## src/hdl/gamepad_stick_deadzone_and_button_edges_defines.svh

```systemverilog
// ----------------------------------------------------------------------------
// Gamepad stick dead zone assertion macros
// Shared concurrent assertion forms for the gamepad poll block.
// ----------------------------------------------------------------------------
`ifndef GAMEPAD_STICK_DEADZONE_AND_BUTTON_EDGES_DEFINES_SVH
`define GAMEPAD_STICK_DEADZONE_AND_BUTTON_EDGES_DEFINES_SVH

// Condition holds in the same cycle as the trigger.
`define GSDZ_ASSERT_NOW(label, clk, rst, trig, cond) \
   label: assert property (@(posedge clk) disable iff (rst) (trig) |-> (cond)) \
      else $error("gamepad block assertion failed");

// Condition holds in the cycle after the trigger.
`define GSDZ_ASSERT_NEXT(label, clk, rst, trig, cond) \
   label: assert property (@(posedge clk) disable iff (rst) (trig) |=> (cond)) \
      else $error("gamepad block assertion failed");

`endif

```

## src/hdl/gsdz_pkg.sv

```systemverilog
// ----------------------------------------------------------------------------
// Gamepad stick dead zone package
// Field widths, register indexes and fixed-point constants of the block.
// ----------------------------------------------------------------------------
package gsdz_pkg;

   localparam int AXIS_W = 16;
   localparam int BTN_W  = 16;
   localparam int ZONE_W = 15;
   localparam int MAG_W  = 16;
   localparam int DIR_W  = 16;
   localparam int CSR_AW = 3;
   localparam int CSR_DW = 32;

   // Register indexes, taken from the word address.
   localparam logic REG_LEFT_ZONE  = 1'b0;
   localparam logic REG_RIGHT_ZONE = 1'b1;

   localparam logic [ZONE_W-1:0] LEFT_ZONE_RESET  = 15'd7849;
   localparam logic [ZONE_W-1:0] RIGHT_ZONE_RESET = 15'd8689;

   localparam logic [ZONE_W-1:0] FULL_RADIUS = 15'd32767;
   localparam logic [16:0]       DIR_ONE     = 17'd16384;
   localparam logic [16:0]       MAG_FULL    = 17'd65535;
   // Twice the full-scale magnitude, the numerator scale of the rescale.
   localparam logic signed [17:0] MAG_SCALE  = 18'sd131070;

endpackage

```

## src/hdl/gsdz_req_if.sv

```systemverilog
// ----------------------------------------------------------------------------
// Gamepad poll request channel
// Valid/ready channel carrying one gamepad poll.
// ----------------------------------------------------------------------------
interface gsdz_req_if;
   import gsdz_pkg::*;

   logic                     valid;
   logic                     ready;
   logic                     connected;
   logic signed [AXIS_W-1:0] left_x;
   logic signed [AXIS_W-1:0] left_y;
   logic signed [AXIS_W-1:0] right_x;
   logic signed [AXIS_W-1:0] right_y;
   logic        [BTN_W-1:0]  buttons;
   logic        [BTN_W-1:0]  query_mask;

   modport source (output valid, connected, left_x, left_y, right_x, right_y,
                   buttons, query_mask, input ready);
   modport sink   (input valid, connected, left_x, left_y, right_x, right_y,
                   buttons, query_mask, output ready);
endinterface

```

## src/hdl/gsdz_rsp_if.sv

```systemverilog
// ----------------------------------------------------------------------------
// Gamepad poll response channel
// Valid/ready channel carrying the processed stick and button status.
// ----------------------------------------------------------------------------
interface gsdz_rsp_if;
   import gsdz_pkg::*;

   logic                    valid;
   logic                    ready;
   logic                    is_connected;
   logic        [MAG_W-1:0] left_magnitude;
   logic signed [DIR_W-1:0] left_dir_x;
   logic signed [DIR_W-1:0] left_dir_y;
   logic        [MAG_W-1:0] right_magnitude;
   logic signed [DIR_W-1:0] right_dir_x;
   logic signed [DIR_W-1:0] right_dir_y;
   logic                    mask_held;
   logic                    mask_just_pressed;
   logic                    mask_just_released;

   modport source (output valid, is_connected, left_magnitude, left_dir_x, left_dir_y,
                   right_magnitude, right_dir_x, right_dir_y, mask_held,
                   mask_just_pressed, mask_just_released, input ready);
   modport sink   (input valid, is_connected, left_magnitude, left_dir_x, left_dir_y,
                   right_magnitude, right_dir_x, right_dir_y, mask_held,
                   mask_just_pressed, mask_just_released, output ready);
endinterface

```

## src/hdl/gamepad_stick_deadzone_and_button_edges.sv

```systemverilog
// ----------------------------------------------------------------------------
// Gamepad stick dead zone and button edges
// Polls are taken on req_chan, one result per poll leaves on rsp_chan.
// Each poll is handled by a sequencer around one multiplier and one shared
// subtract/compare unit that serves the square root and all divisions.
// A connected poll squares each stick's axes, takes a bitwise square root and
// runs up to three 17-step divisions with setup per stick; a stick with
// zero radius skips its direction divisions and a stick inside its dead
// zone skips the magnitude division. A disconnected poll goes straight to done.
// req_chan.ready is high only while the sequencer is idle; the finished
// result waits in an output register, so a new poll may be taken while the
// previous result is still waiting. If the receiver stalls, the next result
// waits in the sequencer until the output register is free.
// Reset restores both dead-zone registers and clears the stored buttons.
// The dead zones are written over the csr_ port at byte addresses 0 and 4.
// ----------------------------------------------------------------------------
`include "gamepad_stick_deadzone_and_button_edges_defines.svh"

module gamepad_stick_deadzone_and_button_edges (
   input  logic                        clock,
   input  logic                        reset,
   gsdz_req_if.sink                    req_chan,
   gsdz_rsp_if.source                  rsp_chan,
   input  logic                        csr_psel,
   input  logic                        csr_penable,
   input  logic                        csr_pwrite,
   input  logic [gsdz_pkg::CSR_AW-1:0] csr_paddr,
   input  logic [gsdz_pkg::CSR_DW-1:0] csr_pwdata,
   output logic [gsdz_pkg::CSR_DW-1:0] csr_prdata,
   output logic                        csr_pready
);
   import gsdz_pkg::*;

   localparam logic [3:0] S_IDLE = 4'd0;
   localparam logic [3:0] S_SQX  = 4'd1;
   localparam logic [3:0] S_SQY  = 4'd2;
   localparam logic [3:0] S_ROOT = 4'd3;
   localparam logic [3:0] S_DXS  = 4'd4;
   localparam logic [3:0] S_DYS  = 4'd5;
   localparam logic [3:0] S_MAGS = 4'd6;
   localparam logic [3:0] S_MAGD = 4'd7;
   localparam logic [3:0] S_DIV  = 4'd8;
   localparam logic [3:0] S_NEXT = 4'd9;
   localparam logic [3:0] S_DONE = 4'd10;

   localparam logic [1:0] KIND_DX  = 2'd0;
   localparam logic [1:0] KIND_DY  = 2'd1;
   localparam logic [1:0] KIND_MAG = 2'd2;

   logic [3:0]               state_ff, state_in;
   logic                     sel_ff, sel_in;
   logic [4:0]               count_ff, count_in;
   logic [32:0]              acc_ff, acc_in;
   logic [31:0]              res_ff, res_in;
   logic [31:0]              bit_ff, bit_in;
   logic [34:0]              rem_ff, rem_in;
   logic [34:0]              div_ff, div_in;
   logic [16:0]              quo_ff, quo_in;
   logic [1:0]               kind_ff, kind_in;
   logic [ZONE_W-1:0]        d_ff, d_in;
   logic signed [AXIS_W-1:0] x_ff, x_in, y_ff, y_in;
   logic signed [AXIS_W-1:0] rx_ff, rx_in, ry_ff, ry_in;
   logic [ZONE_W-1:0]        lzone_ff, lzone_in, rzone_ff, rzone_in;
   logic [BTN_W-1:0]         cur_ff, cur_in, prev_ff, prev_in;
   logic                     conn_ff, conn_in;
   logic                     held_ff, held_in, press_ff, press_in, rel_ff, rel_in;
   logic [MAG_W-1:0]         mag_ff [2];
   logic [MAG_W-1:0]         mag_in [2];
   logic [DIR_W-1:0]         dx_ff [2];
   logic [DIR_W-1:0]         dx_in [2];
   logic [DIR_W-1:0]         dy_ff [2];
   logic [DIR_W-1:0]         dy_in [2];
   logic                     ovalid_ff, ovalid_in;

   logic [35:0]              op_a, op_b, diff;
   logic                     ge;
   logic [31:0]              trial;
   logic signed [17:0]       mul_a, mul_b;
   logic signed [35:0]       prod;
   logic [15:0]              radius;
   logic [ZONE_W-1:0]        zone, clip_r, m_val, d_val;
   logic signed [AXIS_W-1:0] comp;
   logic [16:0]              abs_c, q_next, q_dir;
   logic [DIR_W-1:0]         dir_val;
   logic                     csr_wr, now_held, before_held;

   // Shared subtract/compare unit: root trial in the root state, else division.
   assign trial = res_ff + bit_ff;
   assign op_a  = (state_ff == S_ROOT) ? {3'b0, acc_ff} : {1'b0, rem_ff};
   assign op_b  = (state_ff == S_ROOT) ? {4'b0, trial} : {1'b0, div_ff};
   assign diff  = op_a - op_b;
   assign ge    = ~diff[35];

   // Stick-dependent operands.
   assign radius = res_ff[15:0];
   assign zone   = sel_ff ? rzone_ff : lzone_ff;
   assign clip_r = (radius > {1'b0, FULL_RADIUS}) ? FULL_RADIUS : radius[ZONE_W-1:0];
   assign m_val  = clip_r - zone;
   assign d_val  = FULL_RADIUS - zone;

   // Shared multiplier: squares of the axes, then the magnitude numerator.
   always_comb begin
      case (state_ff)
         S_SQX: begin
            mul_a = 18'(x_ff);
            mul_b = 18'(x_ff);
         end
         S_SQY: begin
            mul_a = 18'(y_ff);
            mul_b = 18'(y_ff);
         end
         default: begin
            mul_a = {3'b0, m_val};
            mul_b = MAG_SCALE;
         end
      endcase
   end
   assign prod = mul_a * mul_b;

   // Direction operand and rounded, clipped, signed quotient.
   assign comp    = (state_ff == S_DYS || (state_ff == S_DIV && kind_ff == KIND_DY))
                    ? y_ff : x_ff;
   assign abs_c   = comp[AXIS_W-1] ? (17'd0 - {comp[AXIS_W-1], comp}) : {1'b0, comp};
   assign q_next  = {quo_ff[15:0], ge};
   assign q_dir   = (q_next > DIR_ONE) ? DIR_ONE : q_next;
   assign dir_val = comp[AXIS_W-1] ? (16'd0 - q_dir[15:0]) : q_dir[15:0];

   // Button status against the query mask at acceptance.
   assign now_held    = ((cur_in & req_chan.query_mask) == req_chan.query_mask);
   assign before_held = ((cur_ff & req_chan.query_mask) == req_chan.query_mask);

   // Configuration port.
   assign csr_pready = 1'b1;
   assign csr_wr     = csr_psel && csr_penable && csr_pwrite && csr_pready;
   assign csr_prdata = (csr_paddr[2] == REG_RIGHT_ZONE) ? {17'b0, rzone_ff}
                                                        : {17'b0, lzone_ff};

   assign req_chan.ready = (state_ff == S_IDLE);

   // Sequencer and datapath next state.
   always_comb begin
      state_in = state_ff;
      sel_in   = sel_ff;
      count_in = count_ff;
      acc_in   = acc_ff;
      res_in   = res_ff;
      bit_in   = bit_ff;
      rem_in   = rem_ff;
      div_in   = div_ff;
      quo_in   = quo_ff;
      kind_in  = kind_ff;
      d_in     = d_ff;
      x_in     = x_ff;
      y_in     = y_ff;
      rx_in    = rx_ff;
      ry_in    = ry_ff;
      lzone_in = lzone_ff;
      rzone_in = rzone_ff;
      cur_in   = req_chan.connected ? req_chan.buttons : cur_ff;
      prev_in  = prev_ff;
      conn_in  = conn_ff;
      held_in  = held_ff;
      press_in = press_ff;
      rel_in   = rel_ff;
      mag_in   = mag_ff;
      dx_in    = dx_ff;
      dy_in    = dy_ff;
      ovalid_in = ovalid_ff && !rsp_chan.ready;

      if (csr_wr) begin
         if (csr_paddr[2] == REG_LEFT_ZONE) begin
            lzone_in = csr_pwdata[ZONE_W-1:0];
         end else begin
            rzone_in = csr_pwdata[ZONE_W-1:0];
         end
      end

      case (state_ff)
         S_IDLE: begin
            cur_in = cur_ff;
            if (req_chan.valid) begin
               cur_in   = req_chan.connected ? req_chan.buttons : cur_ff;
               prev_in  = cur_ff;
               conn_in  = req_chan.connected;
               held_in  = now_held;
               press_in = now_held && !before_held;
               rel_in   = before_held && !now_held;
               x_in     = req_chan.left_x;
               y_in     = req_chan.left_y;
               rx_in    = req_chan.right_x;
               ry_in    = req_chan.right_y;
               sel_in   = 1'b0;
               for (int i = 0; i < 2; i++) begin
                  mag_in[i] = '0;
                  dx_in[i]  = '0;
                  dy_in[i]  = '0;
               end
               state_in = req_chan.connected ? S_SQX : S_DONE;
            end
         end
         S_SQX: begin
            cur_in   = cur_ff;
            acc_in   = prod[32:0];
            state_in = S_SQY;
         end
         S_SQY: begin
            cur_in   = cur_ff;
            acc_in   = acc_ff + prod[32:0];
            res_in   = '0;
            bit_in   = 32'h4000_0000;
            count_in = 5'd15;
            state_in = S_ROOT;
         end
         S_ROOT: begin
            cur_in = cur_ff;
            if (ge) begin
               acc_in = diff[32:0];
               res_in = (res_ff >> 1) + bit_ff;
            end else begin
               res_in = res_ff >> 1;
            end
            bit_in   = bit_ff >> 2;
            count_in = count_ff - 5'd1;
            if (count_ff == 5'd0) begin
               state_in = S_DXS;
            end
         end
         S_DXS, S_DYS: begin
            cur_in = cur_ff;
            if (radius == 16'd0) begin
               state_in = (state_ff == S_DXS) ? S_DYS : S_MAGS;
            end else begin
               rem_in   = {3'b0, abs_c, 15'b0} + {19'b0, radius};
               div_in   = {2'b0, radius, 17'b0};
               quo_in   = '0;
               count_in = 5'd16;
               kind_in  = (state_ff == S_DXS) ? KIND_DX : KIND_DY;
               state_in = S_DIV;
            end
         end
         S_MAGS: begin
            cur_in = cur_ff;
            if (radius > {1'b0, zone} && zone < FULL_RADIUS) begin
               acc_in   = prod[32:0];
               d_in     = d_val;
               state_in = S_MAGD;
            end else begin
               state_in = S_NEXT;
            end
         end
         S_MAGD: begin
            cur_in   = cur_ff;
            rem_in   = {2'b0, acc_ff} + {20'b0, d_ff};
            div_in   = {3'b0, d_ff, 17'b0};
            quo_in   = '0;
            count_in = 5'd16;
            kind_in  = KIND_MAG;
            state_in = S_DIV;
         end
         S_DIV: begin
            cur_in = cur_ff;
            if (ge) begin
               rem_in = diff[34:0];
            end
            quo_in   = q_next;
            div_in   = div_ff >> 1;
            count_in = count_ff - 5'd1;
            if (count_ff == 5'd0) begin
               case (kind_ff)
                  KIND_DX: begin
                     dx_in[sel_ff] = dir_val;
                     state_in      = S_DYS;
                  end
                  KIND_DY: begin
                     dy_in[sel_ff] = dir_val;
                     state_in      = S_MAGS;
                  end
                  default: begin
                     mag_in[sel_ff] = (q_next > MAG_FULL) ? MAG_FULL[15:0] : q_next[15:0];
                     state_in       = S_NEXT;
                  end
               endcase
            end
         end
         S_NEXT: begin
            cur_in = cur_ff;
            if (!sel_ff) begin
               sel_in   = 1'b1;
               x_in     = rx_ff;
               y_in     = ry_ff;
               state_in = S_SQX;
            end else begin
               state_in = S_DONE;
            end
         end
         S_DONE: begin
            cur_in = cur_ff;
            if (!ovalid_ff || rsp_chan.ready) begin
               ovalid_in = 1'b1;
               state_in  = S_IDLE;
            end
         end
         default: begin
            cur_in   = cur_ff;
            state_in = S_IDLE;
         end
      endcase
   end

   // Control and state registers.
   always_ff @(posedge clock) begin
      if (reset) begin
         state_ff  <= S_IDLE;
         ovalid_ff <= 1'b0;
         lzone_ff  <= LEFT_ZONE_RESET;
         rzone_ff  <= RIGHT_ZONE_RESET;
         cur_ff    <= '0;
         prev_ff   <= '0;
      end else begin
         state_ff  <= state_in;
         ovalid_ff <= ovalid_in;
         lzone_ff  <= lzone_in;
         rzone_ff  <= rzone_in;
         cur_ff    <= cur_in;
         prev_ff   <= prev_in;
      end
   end

   // Datapath registers.
   always_ff @(posedge clock) begin
      sel_ff   <= sel_in;
      count_ff <= count_in;
      acc_ff   <= acc_in;
      res_ff   <= res_in;
      bit_ff   <= bit_in;
      rem_ff   <= rem_in;
      div_ff   <= div_in;
      quo_ff   <= quo_in;
      kind_ff  <= kind_in;
      d_ff     <= d_in;
      x_ff     <= x_in;
      y_ff     <= y_in;
      rx_ff    <= rx_in;
      ry_ff    <= ry_in;
      conn_ff  <= conn_in;
      held_ff  <= held_in;
      press_ff <= press_in;
      rel_ff   <= rel_in;
      mag_ff   <= mag_in;
      dx_ff    <= dx_in;
      dy_ff    <= dy_in;
   end

   // Output register, loaded as the sequencer leaves the done state.
   logic                    o_conn_ff, o_held_ff, o_press_ff, o_rel_ff;
   logic [MAG_W-1:0]        o_lmag_ff, o_rmag_ff;
   logic [DIR_W-1:0]        o_ldx_ff, o_ldy_ff, o_rdx_ff, o_rdy_ff;

   always_ff @(posedge clock) begin
      if (state_ff == S_DONE && (!ovalid_ff || rsp_chan.ready)) begin
         o_conn_ff  <= conn_ff;
         o_held_ff  <= held_ff;
         o_press_ff <= press_ff;
         o_rel_ff   <= rel_ff;
         o_lmag_ff  <= mag_ff[0];
         o_ldx_ff   <= dx_ff[0];
         o_ldy_ff   <= dy_ff[0];
         o_rmag_ff  <= mag_ff[1];
         o_rdx_ff   <= dx_ff[1];
         o_rdy_ff   <= dy_ff[1];
      end
   end

   assign rsp_chan.valid              = ovalid_ff;
   assign rsp_chan.is_connected       = o_conn_ff;
   assign rsp_chan.left_magnitude     = o_lmag_ff;
   assign rsp_chan.left_dir_x         = o_ldx_ff;
   assign rsp_chan.left_dir_y         = o_ldy_ff;
   assign rsp_chan.right_magnitude    = o_rmag_ff;
   assign rsp_chan.right_dir_x        = o_rdx_ff;
   assign rsp_chan.right_dir_y        = o_rdy_ff;
   assign rsp_chan.mask_held          = o_held_ff;
   assign rsp_chan.mask_just_pressed  = o_press_ff;
   assign rsp_chan.mask_just_released = o_rel_ff;

   // Checks on the sequencer and the result register.
   `GSDZ_ASSERT_NEXT(a_disc_fast, clock, reset,
      req_chan.valid && req_chan.ready && !req_chan.connected, state_ff == S_DONE)
   `GSDZ_ASSERT_NOW(a_busy_not_ready, clock, reset,
      state_ff != S_IDLE, !req_chan.ready)
   `GSDZ_ASSERT_NOW(a_press_held, clock, reset,
      rsp_chan.valid && rsp_chan.mask_just_pressed, rsp_chan.mask_held)
   `GSDZ_ASSERT_NOW(a_disc_zero, clock, reset,
      rsp_chan.valid && !rsp_chan.is_connected,
      rsp_chan.left_magnitude == 16'd0 && rsp_chan.right_magnitude == 16'd0)

endmodule
```

## src/flat_wrapper.sv

```systemverilog
// flat-port wrapper written by rule: the top's interface ports become plain ports
module gamepad_stick_deadzone_and_button_edges_flat import gsdz_pkg::*;
  (clock, reset, csr_psel, csr_penable, csr_pwrite, csr_paddr, csr_pwdata, csr_prdata, csr_pready, req_chan_valid, req_chan_connected, req_chan_left_x, req_chan_left_y, req_chan_right_x, req_chan_right_y, req_chan_buttons, req_chan_query_mask, req_chan_ready, rsp_chan_valid, rsp_chan_is_connected, rsp_chan_left_magnitude, rsp_chan_left_dir_x, rsp_chan_left_dir_y, rsp_chan_right_magnitude, rsp_chan_right_dir_x, rsp_chan_right_dir_y, rsp_chan_mask_held, rsp_chan_mask_just_pressed, rsp_chan_mask_just_released, rsp_chan_ready);
  gsdz_req_if req_chan_i ();
  gsdz_rsp_if rsp_chan_i ();
  input  logic clock;
  input  logic reset;
  input  logic csr_psel;
  input  logic csr_penable;
  input  logic csr_pwrite;
  input  logic [gsdz_pkg::CSR_AW-1:0] csr_paddr;
  input  logic [gsdz_pkg::CSR_DW-1:0] csr_pwdata;
  output logic [gsdz_pkg::CSR_DW-1:0] csr_prdata;
  output logic csr_pready;
  input wire logic [$bits(req_chan_i.valid)-1:0] req_chan_valid;
  input wire logic [$bits(req_chan_i.connected)-1:0] req_chan_connected;
  input wire logic [$bits(req_chan_i.left_x)-1:0] req_chan_left_x;
  input wire logic [$bits(req_chan_i.left_y)-1:0] req_chan_left_y;
  input wire logic [$bits(req_chan_i.right_x)-1:0] req_chan_right_x;
  input wire logic [$bits(req_chan_i.right_y)-1:0] req_chan_right_y;
  input wire logic [$bits(req_chan_i.buttons)-1:0] req_chan_buttons;
  input wire logic [$bits(req_chan_i.query_mask)-1:0] req_chan_query_mask;
  output wire logic [$bits(req_chan_i.ready)-1:0] req_chan_ready;
  output wire logic [$bits(rsp_chan_i.valid)-1:0] rsp_chan_valid;
  output wire logic [$bits(rsp_chan_i.is_connected)-1:0] rsp_chan_is_connected;
  output wire logic [$bits(rsp_chan_i.left_magnitude)-1:0] rsp_chan_left_magnitude;
  output wire logic [$bits(rsp_chan_i.left_dir_x)-1:0] rsp_chan_left_dir_x;
  output wire logic [$bits(rsp_chan_i.left_dir_y)-1:0] rsp_chan_left_dir_y;
  output wire logic [$bits(rsp_chan_i.right_magnitude)-1:0] rsp_chan_right_magnitude;
  output wire logic [$bits(rsp_chan_i.right_dir_x)-1:0] rsp_chan_right_dir_x;
  output wire logic [$bits(rsp_chan_i.right_dir_y)-1:0] rsp_chan_right_dir_y;
  output wire logic [$bits(rsp_chan_i.mask_held)-1:0] rsp_chan_mask_held;
  output wire logic [$bits(rsp_chan_i.mask_just_pressed)-1:0] rsp_chan_mask_just_pressed;
  output wire logic [$bits(rsp_chan_i.mask_just_released)-1:0] rsp_chan_mask_just_released;
  input wire logic [$bits(rsp_chan_i.ready)-1:0] rsp_chan_ready;
  assign req_chan_i.valid = req_chan_valid;
  assign req_chan_i.connected = req_chan_connected;
  assign req_chan_i.left_x = req_chan_left_x;
  assign req_chan_i.left_y = req_chan_left_y;
  assign req_chan_i.right_x = req_chan_right_x;
  assign req_chan_i.right_y = req_chan_right_y;
  assign req_chan_i.buttons = req_chan_buttons;
  assign req_chan_i.query_mask = req_chan_query_mask;
  assign req_chan_ready = req_chan_i.ready;
  assign rsp_chan_valid = rsp_chan_i.valid;
  assign rsp_chan_is_connected = rsp_chan_i.is_connected;
  assign rsp_chan_left_magnitude = rsp_chan_i.left_magnitude;
  assign rsp_chan_left_dir_x = rsp_chan_i.left_dir_x;
  assign rsp_chan_left_dir_y = rsp_chan_i.left_dir_y;
  assign rsp_chan_right_magnitude = rsp_chan_i.right_magnitude;
  assign rsp_chan_right_dir_x = rsp_chan_i.right_dir_x;
  assign rsp_chan_right_dir_y = rsp_chan_i.right_dir_y;
  assign rsp_chan_mask_held = rsp_chan_i.mask_held;
  assign rsp_chan_mask_just_pressed = rsp_chan_i.mask_just_pressed;
  assign rsp_chan_mask_just_released = rsp_chan_i.mask_just_released;
  assign rsp_chan_i.ready = rsp_chan_ready;
  gamepad_stick_deadzone_and_button_edges u_core (.clock(clock), .reset(reset), .req_chan(req_chan_i), .rsp_chan(rsp_chan_i), .csr_psel(csr_psel), .csr_penable(csr_penable), .csr_pwrite(csr_pwrite), .csr_paddr(csr_paddr), .csr_pwdata(csr_pwdata), .csr_prdata(csr_prdata), .csr_pready(csr_pready));
endmodule
```

## config.mk

```make
export PLATFORM = sky130hd
export DESIGN_NAME = gamepad_stick_deadzone_and_button_edges_flat
export DESIGN_NICKNAME = d
export VERILOG_FILES = /design/src/hdl/gsdz_pkg.sv /design/src/hdl/gsdz_req_if.sv /design/src/hdl/gsdz_rsp_if.sv /design/src/hdl/gamepad_stick_deadzone_and_button_edges.sv /design/src/flat_wrapper.sv
export VERILOG_INCLUDE_DIRS = /design/src /design/src/hdl
export SDC_FILE = /design/constraint.sdc
export NUM_CORES = 2
export LEC_CHECK = 0
export ABC_AREA = 1
export BUFFER_PORTS_ARGS = -buffer_cell sky130_fd_sc_hd__buf_2
export CORE_MARGIN = 2
export CORE_UTILIZATION = 62
export DETAILED_ROUTE_END_ITERATION = 8
export PLACE_DENSITY_LB_ADDON = 0.12
export SLEW_MARGIN = 10
export SYNTH_ARGS = -nofsm -noshare
export SYNTH_HDL_FRONTEND = slang
export SYNTH_SLANG_ARGS = --single-unit
export TNS_END_PERCENT = 30
```

## constraint.sdc

```tcl
create_clock -name clock -period 17.87 [get_ports clock]
set_input_delay 0.8935 -clock clock [delete_from_list [all_inputs] [get_ports clock]]
set_output_delay 0.8935 -clock clock [all_outputs]
set_load 0.05 [all_outputs]
```

* Yosys cells after proc, flatten, opt, wreduce, memory -nomap -nowiden *
Index checks and enable logic that the tools add are counted.

cells by class
  add/sub/neg operators = 11
  $mul = 1
  $lt $le $gt $ge = 7
  equal/unequal tests = 25
  mux-type cells = 69
  bitwise logic cells = 5
  reductions and logical operators = 44

operators by type and width
  kind                  count
  $pmux W32 S2          5
  $mux W32              8
  $pmux W35 S3          2
  $mux W16              13
  $mux W35              5
  $pmux W33 S4          1
  $bwmux W32            3
  $pmux W18 S2          2
  $mux W33              2
  $pmux W16 S2          2
  $pmux W16 S3          1
  $mux W15              3
  $pmux W4 S10          1
  $sub A36 B36 Y36      1
  $add A33 B15 Y34      1
  $add A32 B16 Y33      1
  $add A33 B33 Y33      1
  $mul A18 B18 Y33      1
  $add A31 B32 Y32      1
  $add A32 B32 Y32      1
  $and A16 B16 Y16      2
  $eq A16 B16 Y1        2
  $mux W4               8
  $ne A2 B2 Y1 const B  10
  43 further kinds      85

word-level totals
  flip-flop bits (word level) = 521
  input bits = 139
  output and inout bits = 135
  logic and storage cells = 201

* Depth between registers and ports, before layout *
  depth after elaboration = 12
  gate-level depth with buffers = 52
  depth with buffers taken out = 51

* Worst setup path after synthesis *
Ideal clock, no wire load.

  kind = flip-flop to flip-flop
  start point = reg u_core.res_ff[15]
  end point = reg u_core.acc_ff[32], data pin
  library setup time = 0.259 ns
  arrival time = 9.056 ns
  data required time = 17.611 ns
  setup slack = 8.555 ns
  cell stages (with the launch flop) = 47
  buffers on the path = 2
  period minus slack after synthesis = 9.315 ns
  path through = edfxtp_1 -> clkbuf_1 -> inv_1 -> clkbuf_1 -> nand2_1 -> ha_1 -> inv_1 -> o21bai_1 -> a31oi_1 -> o21bai_1 -> a21o_1 -> nand2_1 -> nand2_1 -> a21oi_1 -> nor2_1 -> nor2_1 -> xor2_1 -> a21oi_1 -> [... 11 more ...] -> nand2_1 -> nor4_1 -> nand4_1 -> nand3_1 -> inv_1 -> o21ai_0 -> nand3_1 -> o21ai_0 -> xor2_1 -> ha_1 -> nand4_1 -> nor3_1 -> nand4_1 -> o2111ai_1 -> xor2_1 -> nand2_1 -> nand3_1 -> nand3_1

on the way
  longest elaborated chain between the ends = 7
  elaborated cells between the ends (all ways) = 12
  those cells by class = 4 x add/sub; 1 x mul; 1 x order compare; 6 x mux

RTL lines
  what                                                 line                                                                                            RTL
  start, declared                                      gamepad_stick_deadzone_and_button_edges.sv:54                                                   logic [31:0] res_ff, res_in;
  start signal, assigned                               gamepad_stick_deadzone_and_button_edges.sv:334                                                  res_ff <= res_in;
  $gt A16 B15 Y1                                       gamepad_stick_deadzone_and_button_edges.sv:97                                                   assign clip_r = (radius > {1'b0, FULL_RADIUS}) ? FULL_RADIUS : radius[ZONE_W-1:0];
  $mux W15                                             gamepad_stick_deadzone_and_button_edges.sv:97
  $sub A15 B15 Y15                                     gamepad_stick_deadzone_and_button_edges.sv:98                                                   assign m_val = clip_r - zone;
  $pmux W18 S2                                         gamepad_stick_deadzone_and_button_edges.sv:103                                                  case (state_ff)
  $mul A18 B18 Y33                                     gamepad_stick_deadzone_and_button_edges.sv:118                                                  assign prod = mul_a * mul_b;
  $add A33 B33 Y33 / $mux W33 (equally long branches)  gamepad_stick_deadzone_and_button_edges.sv:208, gamepad_stick_deadzone_and_button_edges.sv:243
  $pmux W33 S4 *                                       gamepad_stick_deadzone_and_button_edges.sv:178                                                  case (state_ff)
  named net u_core.acc_in[32]                          gamepad_stick_deadzone_and_button_edges.sv:53                                                   logic [32:0] acc_ff, acc_in;
  end signal, assigned                                 gamepad_stick_deadzone_and_button_edges.sv:333                                                  acc_ff <= acc_in;
  end, declared                                        gamepad_stick_deadzone_and_button_edges.sv:53

Mark *: on every way through the listed nets, which the timed path passes. The rest lies on a longest branch. The select of a mux whose other input is x is not followed.
A chain may end at the register's enable or synchronous reset.

* Final worst setup path *
  start point = reg u_core.sel_ff
  end point = reg u_core.acc_ff[30], data pin

on the way
  longest elaborated chain between the ends = 6
  elaborated cells between the ends (all ways) = 7
  those cells by class = 2 x add/sub; 1 x mul; 4 x mux

RTL lines
  what                                                 line                                                                                            RTL
  start, declared                                      gamepad_stick_deadzone_and_button_edges.sv:51                                                   logic sel_ff, sel_in;
  start signal, assigned                               gamepad_stick_deadzone_and_button_edges.sv:331                                                  sel_ff <= sel_in;
  $mux W15 *                                           gamepad_stick_deadzone_and_button_edges.sv:96                                                   assign zone = sel_ff ? rzone_ff : lzone_ff;
  $sub A15 B15 Y15 *                                   gamepad_stick_deadzone_and_button_edges.sv:98
  $pmux W18 S2 *                                       gamepad_stick_deadzone_and_button_edges.sv:103
  $mul A18 B18 Y33 *                                   gamepad_stick_deadzone_and_button_edges.sv:118
  $add A33 B33 Y33 / $mux W33 (equally long branches)  gamepad_stick_deadzone_and_button_edges.sv:208, gamepad_stick_deadzone_and_button_edges.sv:243
  $pmux W33 S4 *                                       gamepad_stick_deadzone_and_button_edges.sv:178
  named net u_core.acc_in[30]                          gamepad_stick_deadzone_and_button_edges.sv:53

Marked as above.

==> key figures <==
Clocking
  • Clock tree buffer depth: 3
  • Resized cells post-CTS: 0
  • Clock sink total: 503
  • Hold-fix buffers, CTS: 0
  • Post-CTS clock slew at the launch and capture registers of the worst setup and hold paths: approximately 0.060 ns
  • CTS root buffer: sky130_fd_sc_hd__clkbuf_16
  • Number of buffers created by CTS: 54
  • CTS tree: built
  • Count of buffers added by post-CTS timing repair for setup: 0
  • Latest clock arrival within the worst-skew pair: 0.65 ns
  • H-tree Lvls: 2

Global routing
  • Gr busiest metal: met2
  • Total Routing Usage GR: about a third
  • GRT met1 Usage: 45.51%
  • Global-route wire length before repair: 178.1 mm
  • Initial antenna violation count: 0
  • Number of global-route vias before repair: about 33,000
  • Global routing met2 resource utilization: 53.69%
  • GRT met3 Usage: 6.674%
  • Overflow left after global routing: 0
  • Pin count of the biggest net entering global routing: between 80 and 90

Detailed routing
  • Final antenna-violating net count: 0
  • Pre-antenna DRT Iters: 8
  • Initial DRC Count: around 3,300
  • Via-per-instance ratio: 5.703
  • Total Wirelength: 114.0 mm
  • Via total after detailed routing: 34,620
  • DRC violations left: 0
  • WL/cell: 18.78 um

Yosys
  • Portion of synthesized cell area occupied by the leading cell type: 32.95%
  • Number of enable-type register cells in the synthesized netlist: 452
  • Proportion of synthesized flip-flops having asynchronous set or reset: 0%
  • Instance count of the mapped netlist: 4,974
  • Register bit count reported by yosys: 503
  • Part of the Yosys area used for sequential elements: a little over a third
  • Unique cell type count in the Yosys netlist: 60
  • Primary FF master, synth: sky130_fd_sc_hd__edfxtp_1
  • Top post-synthesis cells by area: sky130_fd_sc_hd__edfxtp_1 (33%), sky130_fd_sc_hd__fa_1 (14%), sky130_fd_sc_hd__nand2_1 (11%)
  • Library cell with the largest summed area after synthesis: sky130_fd_sc_hd__edfxtp_1
  • Yosys warning count: 0
  • Average cell area after synthesis: between 8 and 9 um^2
  • Synthesized area: 41,190 um^2

Flow run
  • Number of max-cap violations: 0

Timing
  • Pin slew with the least headroom to its limit: between 1 and 1.5 ns
  • Maximum operating frequency: 0.08025 GHz
  • Final setup violation count: 0
  • Fin Setup TNS: 0 ns
  • Worst clock skew: 0.05188 ns
  • Count of final max-slew check failures: 0
  • Hold violation total from the final report: 0
  • Worst slew margin relative to its limit: 27.99%
  • Crit path time final: between 10 and 15 ns
  • RSZ-0062 raised after global routing: false
  • Part of the cycle the worst path needs: 69.73%

Placed design
  • Placer's final routability congestion estimate: 1.004
  • Post-DP HPWL: 88.30 mm
  • Cell total after placement: between 5,000 and 6,000
  • Port Buffers: 236

Critical path
  • Critical Path Start: u_core.sel_ff$_DFFE_PP_
  • Data required time at the worst endpoint: 18.26 ns
  • Critical path start-end classification: flop to flop
  • Largest stage delay on the critical path: 0.80 ns
  • Critical register-to-register path startpoint: u_core.sel_ff$_DFFE_PP_
  • Critical Path Sink Type: flop
  • Worst-path maximum fanout: 87
  • Crit path top cell by count: sky130_fd_sc_hd__nand2_1
  • Arrival time worst endpoint: 12.85 ns
  • Cell with the largest stage delay on the worst path: sky130_fd_sc_hd__a21oi_1
  • Worst Setup Start Kind: flop

Floorplan
  • Effective utilization at floorplan: between 60% and 70%
  • Area enclosed by the die boundary: 68,510 um^2
  • Standard-cell rows: 94
  • Placeable Area: 65,750 um^2
  • Width of the die: 261.7 um
  • Vertical die dimension: 261.7 um
  • Number of placed I/O pins: about 270

Finish
  • Syn-to-layout area delta: 9.150%
  • Total area of multi-input combinational cells: 22,980 um^2
  • Final non-filler cell total: roughly 6,000
  • Fraction of layout instances using a drive strength above 1: approximately 8.8%
  • Sequential cell area in the final layout: 14,590 um^2
  • Total inserted antenna cells: 0
  • Number of inserted filler cells in the final layout: 5,435
  • Nets: ~5,800

Run status
  • Run status: finished, final reports clean

Hold path
  • Class of the most critical hold timing path: flop to flop
  • Startpoint of the lowest-slack hold path: u_core.held_ff$_DFFE_PP_
## logic make-up after synthesis
logic type | Yosys count | share of synthesized area [%]
other | 2 | 0.01823
and+or+nand+nor | 2038 | 20.36
buffers and inverters | 967 | 9.125
AOI/OAI and AO/OA | 808 | 10.87
xor gates and xnor gates | 113 | 2.421
muxes | 13 | 0.3159
DFF | 503 | 35.43
adders and majority gates | 530 | 21.46
## flip-flops by register name (all words and copies together) (netlist names), 15 cells and up
| name | count |
|---|---|
| u_core.rzone_ff | 15 |
| u_core.ry_ff | 16 |
| u_core.bit_ff | 16 |
| u_core.res_ff | 32 |
| u_core.cur_ff | 16 |
| u_core.rem_ff | 35 |
| u_core.quo_ff | 16 |
| u_core.div_ff | 33 |
| u_core.rsp_chan.left_dir_y | 16 |
| u_core.y_ff | 16 |
| u_core.rsp_chan.right_magnitude | 16 |
| u_core.rx_ff | 16 |
| u_core.mag_ff | 32 |
| u_core.dx_ff | 32 |
| u_core.rsp_chan.right_dir_y | 16 |
| u_core.lzone_ff | 15 |
| u_core.rsp_chan.right_dir_x | 16 |
| u_core.x_ff | 16 |
| u_core.rsp_chan.left_dir_x | 16 |
| u_core.dy_ff | 32 |
| u_core.rsp_chan.left_magnitude | 16 |
| u_core.acc_ff | 33 |
| u_core.d_ff | 15 |
## cell usage in the layout, fill, tap and decap left out, types with 13 or more instances in the layout
master | netlist | routed
sky130_fd_sc_hd__o21ai_0 | 304 | 303
sky130_fd_sc_hd__mux2i_1 | 13 | 13
sky130_fd_sc_hd__ha_1 | 236 | 236
sky130_fd_sc_hd__xor2_1 | 78 | 78
sky130_fd_sc_hd__buf_2 | 8 | 236
sky130_fd_sc_hd__a31oi_1 | 46 | 45
sky130_fd_sc_hd__dfxtp_1 | 51 | 51
sky130_fd_sc_hd__nor4_1 | 14 | 14
sky130_fd_sc_hd__edfxtp_1 | 452 | 452
sky130_fd_sc_hd__nor3_1 | 53 | 51
sky130_fd_sc_hd__buf_4 | 19 | 43
sky130_fd_sc_hd__o21ai_1 | 17 | 16
sky130_fd_sc_hd__xnor2_1 | 34 | 34
sky130_fd_sc_hd__inv_2 | 17 | 19
sky130_fd_sc_hd__clkinv_1 | 10 | 14
sky130_fd_sc_hd__clkbuf_16 | 0 | 54
sky130_fd_sc_hd__nand3_1 | 223 | 223
sky130_fd_sc_hd__or2_2 | 26 | 26
sky130_fd_sc_hd__nand4_1 | 40 | 40
sky130_fd_sc_hd__nand2_1 | 1208 | 1207
sky130_fd_sc_hd__o21bai_1 | 18 | 18
sky130_fd_sc_hd__a21oi_1 | 306 | 304
sky130_fd_sc_hd__o211ai_1 | 26 | 26
sky130_fd_sc_hd__inv_1 | 778 | 776
sky130_fd_sc_hd__a21o_1 | 20 | 20
sky130_fd_sc_hd__nor2_1 | 428 | 423
sky130_fd_sc_hd__conb_1 | 2 | 18
sky130_fd_sc_hd__fa_1 | 294 | 294
## worst paths after layout
path	to	slack [ns]	cells past startpoint
worst min register to register	u_core.rsp_chan.mask_held$_DFFE_PP_	0.42	0
worst min-delay path	u_core.rsp_chan.mask_held$_DFFE_PP_	0.42	0
worst max register to register	u_core.acc_ff[30]$_DFFE_PP_	5.41	45
worst max-delay path	u_core.acc_ff[30]$_DFFE_PP_	5.41	45
## cell usage after synthesis (5+ instances only)
cell type,instances
sky130_fd_sc_hd__nand3b_1,9
sky130_fd_sc_hd__xor2_1,78
sky130_fd_sc_hd__buf_4,19
sky130_fd_sc_hd__nand2_1,1208
sky130_fd_sc_hd__a211oi_1,7
sky130_fd_sc_hd__fa_1,294
sky130_fd_sc_hd__nor2_2,9
sky130_fd_sc_hd__clkinv_1,10
sky130_fd_sc_hd__nor4_1,14
sky130_fd_sc_hd__o31ai_1,7
sky130_fd_sc_hd__o22ai_1,12
sky130_fd_sc_hd__o21ai_1,17
sky130_fd_sc_hd__o21ai_0,304
sky130_fd_sc_hd__or2_2,26
sky130_fd_sc_hd__edfxtp_1,452
sky130_fd_sc_hd__nor2_4,5
sky130_fd_sc_hd__o21a_1,6
sky130_fd_sc_hd__clkbuf_1,117
sky130_fd_sc_hd__nand3_1,223
sky130_fd_sc_hd__buf_2,8
sky130_fd_sc_hd__o21bai_1,18
sky130_fd_sc_hd__xnor2_1,34
sky130_fd_sc_hd__nor3_1,53
sky130_fd_sc_hd__nor2_1,428
sky130_fd_sc_hd__a221oi_1,5
sky130_fd_sc_hd__mux2i_1,13
sky130_fd_sc_hd__inv_2,17
sky130_fd_sc_hd__a31oi_1,46
sky130_fd_sc_hd__inv_1,778
sky130_fd_sc_hd__o211ai_1,26
sky130_fd_sc_hd__buf_1,14
sky130_fd_sc_hd__ha_1,236
sky130_fd_sc_hd__a21o_1,20
sky130_fd_sc_hd__o221ai_1,5
sky130_fd_sc_hd__nand4_1,40
sky130_fd_sc_hd__a21oi_1,306
sky130_fd_sc_hd__a22o_1,8
sky130_fd_sc_hd__nand2_2,10
sky130_fd_sc_hd__dfxtp_1,51
## layer usage
layer / share of wire, % / routed length (um)
met1: 41 / 46900
met2: 46 / 52250
met3: 8.9 / 10190
met5: 0 / 0
met4: 4.1 / 4665
## cell type report
type / instances / area share (%)
clock buffer: 66 / 3.106
multi-input combinational: 3520 / 51.12
inverter: 805 / 6.724
clock inverter: 33 / 0.8405
tap: 864 / 2.405
sequential: 503 / 32.46
timing repair buffer: 279 / 3.345
## critical path: cells and delay by family, from the launching register on
kind / cells / cell delay (ns)
adders and majority gates: 9 / 4.30
DFF: 1 / 0.32
AOI/OAI and AO/OA: 14 / 3.88
xor gates and xnor gates: 2 / 0.41
buffers and inverters: 7 / 1.52
and+or+nand+nor: 13 / 1.77
## through the flow
| step | utilization [%] | hold slack (ns) | instance area, um^2 | setup WS [ns] |
|---|---|---|---|---|
| 6_report | 68.38 | 0.4184 | 44960 | 5.410 |
| 5_1_grt | 68.38 | 0.4195 | 44960 | 4.503 |
| 4_1_cts | 68.38 | 0.4191 | 44960 | 5.483 |
| 3_5_place_dp | 65.68 | 0.4045 | 43180 | 5.513 |
| 3_3_place_gp | 65.68 | 0.4015 | 43180 | 5.688 |
| 2_1_floorplan | - | 0.4003 | 41250 | 8.555 |
Power is not shown: default switching activity piles up to over one toggle a cycle in this logic, so the estimate is an artifact.
